[src/rtl/ctc_pkg.sv]
// Package for the token classifier: transfer types and the keyword table.
`timescale 1ns / 1ps

package ctc_pkg;

  localparam int KW_NUM     = 22;
  localparam int KW_MAX_LEN = 8;

  localparam logic [7:0] CHAR_SPACE = 8'h20;
  localparam logic [7:0] CHAR_PLUS  = 8'h2B;
  localparam logic [7:0] CHAR_MINUS = 8'h2D;
  localparam logic [7:0] CHAR_STAR  = 8'h2A;
  localparam logic [7:0] CHAR_SLASH = 8'h2F;
  localparam logic [7:0] CHAR_GT    = 8'h3E;
  localparam logic [7:0] CHAR_LT    = 8'h3C;
  localparam logic [7:0] CHAR_EQ    = 8'h3D;
  localparam logic [7:0] CHAR_ZERO  = 8'h30;
  localparam logic [7:0] CHAR_NINE  = 8'h39;

  // String literals are right-justified: the last character sits in bits [7:0].
  localparam logic [KW_MAX_LEN*8-1:0] KW_TEXT [KW_NUM] = '{
    "if", "else", "while", "do", "break", "continue", "int", "double",
    "float", "return", "char", "case", "sizeof", "long", "short",
    "typedef", "switch", "unsigned", "void", "static", "struct", "goto"
  };

  localparam int KW_LEN [KW_NUM] = '{
    2, 4, 5, 2, 5, 8, 3, 6,
    5, 6, 4, 4, 6, 4, 5,
    7, 6, 8, 4, 6, 6, 4
  };

  typedef struct packed {
    logic [7:0] char_code;
    logic       end_of_line;
  } in_item_t;

  typedef struct packed {
    logic        keyword_found;
    logic        number_found;
    logic        operator_found;
    logic [15:0] keyword_total;
    logic [15:0] number_total;
    logic [15:0] operator_total;
    logic        line_done;
  } out_item_t;

  // Character j of keyword k, counted from the first character.
  // Only meaningful for j below the keyword length.
  function automatic logic [7:0] kw_byte(input int k, input int j);
    logic [KW_MAX_LEN*8-1:0] w;
    w = KW_TEXT[k] >> (8 * (KW_LEN[k] - 1 - j));
    return w[7:0];
  endfunction

  function automatic logic is_operator(input logic [7:0] c);
    return (c == CHAR_PLUS) || (c == CHAR_MINUS) || (c == CHAR_STAR) ||
           (c == CHAR_SLASH) || (c == CHAR_GT) || (c == CHAR_LT) || (c == CHAR_EQ);
  endfunction

endpackage

[src/rtl/c_token_classifier_counter.sv]
// Top level of the token classifier: one character per transfer, flags and line totals out.
//
//   Channel  Ports                         Direction  Moves
//   in       in_valid, in_stall, in_data   into       one character and end-of-line mark
//   out      out_valid, out_stall, out_data out of    flags and running totals
//
// One character is taken every cycle while in_stall is low; its result passes the input register
// and then the result register before it is offered on out.
// Reset (synchronous, active low) empties both registers, the token and the counts.
// A stall on out holds the result; the input register then fills and in_stall rises.
`timescale 1ns / 1ps

module c_token_classifier_counter
  import ctc_pkg::*;
#(
  parameter int MAX_KEYWORD_LEN = 8,
  parameter int COUNT_WIDTH     = 16
) (
  input  logic      clk,
  input  logic      rst_n,
  input  logic      in_valid,
  output logic      in_stall,
  input  in_item_t  in_data,
  output logic      out_valid,
  input  logic      out_stall,
  output out_item_t out_data
);

  localparam int LW = $clog2(MAX_KEYWORD_LEN + 2);
  localparam logic [COUNT_WIDTH-1:0] CNT_MAX = '1;

  logic                   s1_valid_r, s1_valid_nxt;
  in_item_t               s1_data_r;
  logic                   out_valid_r, out_valid_nxt;
  out_item_t              out_data_r, out_data_nxt;

  logic [7:0]             tok_chars_r [MAX_KEYWORD_LEN];
  logic [7:0]             tok_chars_nxt [MAX_KEYWORD_LEN];
  logic [LW-1:0]          tok_len_r, tok_len_nxt;
  logic                   tok_digits_r, tok_digits_nxt;
  logic [COUNT_WIDTH-1:0] kw_cnt_r, kw_cnt_nxt;
  logic [COUNT_WIDTH-1:0] num_cnt_r, num_cnt_nxt;
  logic [COUNT_WIDTH-1:0] op_cnt_r, op_cnt_nxt;

  logic                   adv;
  logic                   in_acc;
  logic                   fire;

  logic [7:0]             c;
  logic                   eol, is_space, is_op, is_other, is_digit, close_tok;
  logic [7:0]             app_chars [MAX_KEYWORD_LEN];
  logic [LW-1:0]          app_len;
  logic [7:0]             cls_chars [MAX_KEYWORD_LEN];
  logic [LW-1:0]          cls_len;
  logic                   cls_digits;
  logic [KW_NUM-1:0]      kw_match;
  logic                   kw_hit, num_hit;
  logic [31:0]            kw_ext, num_ext, op_ext;

  // The result register moves on when it is empty or its content is taken.
  assign adv      = !out_valid_r || !out_stall;
  assign in_stall = s1_valid_r && !adv;
  assign in_acc   = in_valid && !in_stall;
  assign fire     = s1_valid_r && adv;

  assign out_valid = out_valid_r;
  assign out_data  = out_data_r;

  assign s1_valid_nxt  = in_acc ? 1'b1 : (adv ? 1'b0 : s1_valid_r);
  assign out_valid_nxt = adv ? s1_valid_r : out_valid_r;

  always_comb begin
    c        = s1_data_r.char_code;
    eol      = s1_data_r.end_of_line;
    is_space = (c == CHAR_SPACE);
    is_op    = is_operator(c);
    is_other = !is_space && !is_op;
    is_digit = (c >= CHAR_ZERO) && (c <= CHAR_NINE);

    // Token as it stands once this character has been appended.
    for (int i = 0; i < MAX_KEYWORD_LEN; i++) begin
      app_chars[i] = tok_chars_r[i];
      if (tok_len_r == LW'(i)) begin
        app_chars[i] = c;
      end
    end
    app_len = (tok_len_r <= LW'(MAX_KEYWORD_LEN)) ? tok_len_r + LW'(1) : tok_len_r;

    close_tok  = !is_other || eol;
    for (int i = 0; i < MAX_KEYWORD_LEN; i++) begin
      cls_chars[i] = is_other ? app_chars[i] : tok_chars_r[i];
    end
    cls_len    = is_other ? app_len : tok_len_r;
    cls_digits = tok_digits_r && (!is_other || is_digit);

    for (int k = 0; k < KW_NUM; k++) begin
      kw_match[k] = (cls_len == LW'(KW_LEN[k]));
      for (int j = 0; j < KW_MAX_LEN; j++) begin
        if (j < KW_LEN[k]) begin
          kw_match[k] = kw_match[k] && (cls_chars[j] == kw_byte(k, j));
        end
      end
    end

    kw_hit  = close_tok && (|kw_match);
    num_hit = close_tok && (cls_len != '0) && cls_digits;

    kw_cnt_nxt  = (kw_hit && kw_cnt_r != CNT_MAX) ? kw_cnt_r + COUNT_WIDTH'(1) : kw_cnt_r;
    num_cnt_nxt = (num_hit && num_cnt_r != CNT_MAX) ? num_cnt_r + COUNT_WIDTH'(1) : num_cnt_r;
    op_cnt_nxt  = (is_op && op_cnt_r != CNT_MAX) ? op_cnt_r + COUNT_WIDTH'(1) : op_cnt_r;

    kw_ext  = 32'(kw_cnt_nxt);
    num_ext = 32'(num_cnt_nxt);
    op_ext  = 32'(op_cnt_nxt);

    out_data_nxt.keyword_found  = kw_hit;
    out_data_nxt.number_found   = num_hit;
    out_data_nxt.operator_found = is_op;
    out_data_nxt.keyword_total  = kw_ext[15:0];
    out_data_nxt.number_total   = num_ext[15:0];
    out_data_nxt.operator_total = op_ext[15:0];
    out_data_nxt.line_done      = eol;

    // Stale bytes beyond the length never take part in a compare, so a closed
    // token only needs its length and digit flag cleared.
    tok_chars_nxt  = app_chars;
    tok_len_nxt    = close_tok ? '0 : app_len;
    tok_digits_nxt = close_tok ? 1'b1 : (tok_digits_r && is_digit);
    if (eol) begin
      kw_cnt_nxt  = '0;
      num_cnt_nxt = '0;
      op_cnt_nxt  = '0;
    end
  end

  always_ff @(posedge clk) begin
    if (!rst_n) begin
      s1_valid_r   <= 1'b0;
      out_valid_r  <= 1'b0;
      tok_len_r    <= '0;
      tok_digits_r <= 1'b1;
      kw_cnt_r     <= '0;
      num_cnt_r    <= '0;
      op_cnt_r     <= '0;
    end else begin
      s1_valid_r  <= s1_valid_nxt;
      out_valid_r <= out_valid_nxt;
      if (fire) begin
        tok_len_r    <= tok_len_nxt;
        tok_digits_r <= tok_digits_nxt;
        kw_cnt_r     <= kw_cnt_nxt;
        num_cnt_r    <= num_cnt_nxt;
        op_cnt_r     <= op_cnt_nxt;
      end
    end
  end

  always_ff @(posedge clk) begin
    if (in_acc) begin
      s1_data_r <= in_data;
    end
    if (fire) begin
      out_data_r  <= out_data_nxt;
      tok_chars_r <= tok_chars_nxt;
    end
  end

`ifndef SYNTHESIS
  a_kw_total_nonzero: assert property (@(posedge clk) disable iff (!rst_n)
    out_valid_r && out_data_r.keyword_found |-> out_data_r.keyword_total != 16'd0 ||
      COUNT_WIDTH > 16)
    else $error("keyword flagged but keyword total is zero");

  a_op_total_nonzero: assert property (@(posedge clk) disable iff (!rst_n)
    out_valid_r && out_data_r.operator_found |-> out_data_r.operator_total != 16'd0 ||
      COUNT_WIDTH > 16)
    else $error("operator flagged but operator total is zero");

  a_kw_not_num: assert property (@(posedge clk) disable iff (!rst_n)
    out_valid_r |-> !(out_data_r.keyword_found && out_data_r.number_found))
    else $error("token classed as both keyword and number");

  a_line_clears: assert property (@(posedge clk) disable iff (!rst_n)
    fire && s1_data_r.end_of_line |=>
      kw_cnt_r == '0 && num_cnt_r == '0 && op_cnt_r == '0 && tok_len_r == '0)
    else $error("counts or token not cleared after end of line");

  a_len_bound: assert property (@(posedge clk) disable iff (!rst_n)
    tok_len_r <= LW'(MAX_KEYWORD_LEN + 1))
    else $error("token length beyond its saturation value");
`endif

endmodule
[config.mk]
export PLATFORM = sky130hd
export DESIGN_NAME = c_token_classifier_counter
export DESIGN_NICKNAME = d
export VERILOG_FILES = /design/src/rtl/ctc_pkg.sv /design/src/rtl/c_token_classifier_counter.sv
export SDC_FILE = /design/constraint.sdc
export NUM_CORES = 1
export LEC_CHECK = 0
export BUFFER_PORTS_ARGS = -buffer_cell sky130_fd_sc_hd__buf_2
export CORE_MARGIN = 2
export CORE_UTILIZATION = 56
export DETAILED_ROUTE_END_ITERATION = 8
export PLACE_DENSITY = 0.75
export SYNTH_ARGS = -nofsm -noshare
export SYNTH_HDL_FRONTEND = slang
export SYNTH_SLANG_ARGS = --single-unit
[constraint.sdc]
create_clock -name clk -period 5.68 [get_ports clk]
set_input_delay 1.704 -clock clk [delete_from_list [all_inputs] [get_ports clk]]
set_output_delay 1.704 -clock clk [all_outputs]
set_load 0.01 [all_outputs]
==> results.ini <==
[sta]
slew_headroom_pct = 23.2
report.final.slew_viol_count = 0
layout_min_cycle_time_ps = 5490
period_share_pct = 96.7
setup_viol = 0
max_freq_mhz = 182
skew_ps = 17.7
setup-tns-final_ps = 0
worstMarginPinSlew_ps = 1150
rsz0062_at_grt = false
fin_ws_ps = 189
hold_violations = 0

[global_route]
grt_max_degree = 74
first_global_vias = 10770
antenna_found_initial = 1
grt_pass1_wl_um = 63300
grt.overflow.total = 0
track_usage_pct = 37.3

[layout]
drive_gt1_share_pct = 14.6
final_nets = 1380
area_growth_pct = 10.1
diodes = 0
nFillCells = 1837
final_cell_mix = 193 x nand2_1, 125 x edfxtp_1, 111 x nor2_1
final_cells = 1648
fin_util_pct = 62.4
final_common_cell = nand2_1

[setup_path]
worstPathMaxFanout = 37
crit_path_frequent_cell = inv_1
crit_path_start_kind = register
cp.required_ps = 5880
critical_path.startpoint = tok_len_r[0]
crit_path_cell_trace = inv_1 > ha_1 > or3b_1 > mux2i_1 > inv_1 > o31ai_1 > o21ai_0 > or2_2 > o41ai_1 > a211oi_2 > a31oi_4 > buf_4 > mux2_2
crit_slowest_cell = o31ai_1
path_class = reg -> reg
end_kind = register
cp.arrival_ps = 5690
rr_startpoint = tok_len_r[0]
cpPeakStageDelay_ps = 830

[synthesis]
synthCells = 1319
dominantRegCellSynth = edfxtp_1
synth_seq_cells = 180
postSynthAreaPerCell_um2 = 8.94
synth_enable_flop_cells = 125
synth_area_um2 = 11800
ys_seq_area_share_pct = 41.2
async_flop_share_pct = 0
syn-num-nets = 1339
yosys_warnings = 0
synth_cell_type_count = 94

[clock_network]
clk_latency_ps = 450
root_buffer = clkbuf_16
clk_path_buf_depth = 2
cts_made_buffers = 17
path_clk_slew_ps = 80
post_cts_buffers = 0
cts_max_level = 4
cts.sinks = 180
cts_tree = built
post_cts_resized = 0
hold_buffers = 0

[place]
port_buffers = 66
place_ws_ps = 430
place_inst = 1616
place_congestion = 1.07
dp_hpwl_um = 29000

[job]
drv_cap = 0

[die]
core_area_um2 = 20800
initial_core_util_pct = 56.6
io_pins = 67
rows = 53
die_area_um2 = 22200
die_w_um = 149
die_h_um = 149

[routing]
drtAntennaViolNets = 0
vias = 11314
first_iter_violations = 1309
routed_wl_um = 40900
drc = 0
post_drt_wl_per_cell_um = 24.8
via_per_inst = 6.87
first_pass_iters = 6

[run_status]
status = finished, final reports clean

[pwr]
ir_drop_v = 0.000185
p_leak_nw = 4.54
p_per_area_nw_per_um2 = 231

[min_path]
min_from = kw_cnt_r[6]
hold_class = reg -> reg

## per-layer routing
metal / routed length [µm] / GRT usage, % / share of wire [%] / vias to the layer above
li1: - / - / - / 5025
met1: 17000 / 52.1 / 42 / 5399
met2: 17700 / 55.5 / 43 / 724
met3: 4160 / 7.55 / 10 / 164
met4: 2000 / 18.0 / 4.9 / 2
met5: 12 / 0 / 0.029 / -
## flip-flops by register name, indices dropped and copies added (netlist names)
signal and flops:
tok_chars_r 64, out_data 52, kw_cnt_r 16, num_cnt_r 16, op_cnt_r 16, c 8
tok_len_r 4, eol 1, out_valid 1, s1_valid_r 1, tok_digits_r 1
## synth_stat cells (12+ instances only)
| master | count | area (µm²) |
|---|---|---|
| and3_1 | 30 | 188 |
| nand2_1 | 193 | 724 |
| nor4_1 | 14 | 87.6 |
| nand3_1 | 41 | 205 |
| nor2_1 | 111 | 417 |
| edfxtp_1 | 125 | 3750 |
| inv_1 | 39 | 146 |
| a31oi_1 | 23 | 144 |
| nand3b_1 | 13 | 97.6 |
| or3_1 | 15 | 93.8 |
| clkbuf_1 | 53 | 199 |
| mux2i_1 | 34 | 340 |
| buf_2 | 12 | 60.1 |
| dfxtp_1 | 55 | 1100 |
| o21ai_0 | 59 | 295 |
| nor2b_1 | 22 | 138 |
| xnor2_1 | 33 | 289 |
| nand2b_1 | 16 | 100 |
| a21oi_1 | 43 | 215 |
| a22oi_1 | 25 | 188 |
| nand4_1 | 40 | 250 |
| mux2_2 | 25 | 282 |
| nor3_1 | 50 | 250 |
## path summary, 6_finish.rpt
check	slack [ps]	endpoint	cells after the start
setup / recovery	190	out_data[34]	13
hold / removal	500	kw_cnt_r[6]	2
setup reg to reg	190	out_data[34]	13
hold reg to reg	500	kw_cnt_r[6]	2
## through the flow
stage	cell area [µm²]	power (mW)	hold WS [ps]
2_1_floorplan	11800	1.67	426
5_1_grt	13000	3.08	525
3_5_place_dp	12400	1.78	483
3_3_place_gp	12400	1.77	477
6_report	13000	3.01	499
4_1_cts	13000	3.00	502
## cells by family (layout without fill, tap and decap cells)
kind of cell / count (synthesis) / count (layout) / synth area share, %
AND/OR/NAND/NOR: 635 / 635 / 28.3
AO/OA/AOI/OAI: 275 / 275 / 16.9
flip-flops: 180 / 180 / 41.2
buffers and inverters: 118 / 172 / 4.30
multiplexers: 61 / 61 / 5.50
XOR/XNOR: 43 / 43 / 3.19
adder cells (fa/ha/maj): 7 / 7 / 0.743
## final cells by class
cell class,count,area (µm²),share of cell area [%]
Tap cell,275,344,2.65
Timing Repair Buffer,100,586,4.51
Inverter,40,153,1.18
Sequential cell,180,4850,37.4
Clock inverter,12,129,0.993
Clock buffer,20,479,3.69
Multi-Input combinational cell,1021,6440,49.6
## power by group
part	switching, mW	total, mW	internal, mW
registers	0.0355	1.48	1.45
clock network	0.604	1.24	0.640
logic	0.201	0.281	0.0797
total	0.840	3.01	2.16
## critical path: cells and delay by family, from the launching register on
family                   cells  cell delay, ps
AO/OA/AOI/OAI                5            1970
flip-flops                   1             510
buffers and inverters        3             610
AND/OR/NAND/NOR              2            1170
adder cells (fa/ha/maj)      1             340
multiplexers                 2             660
(Power assumes the default switching activity.)
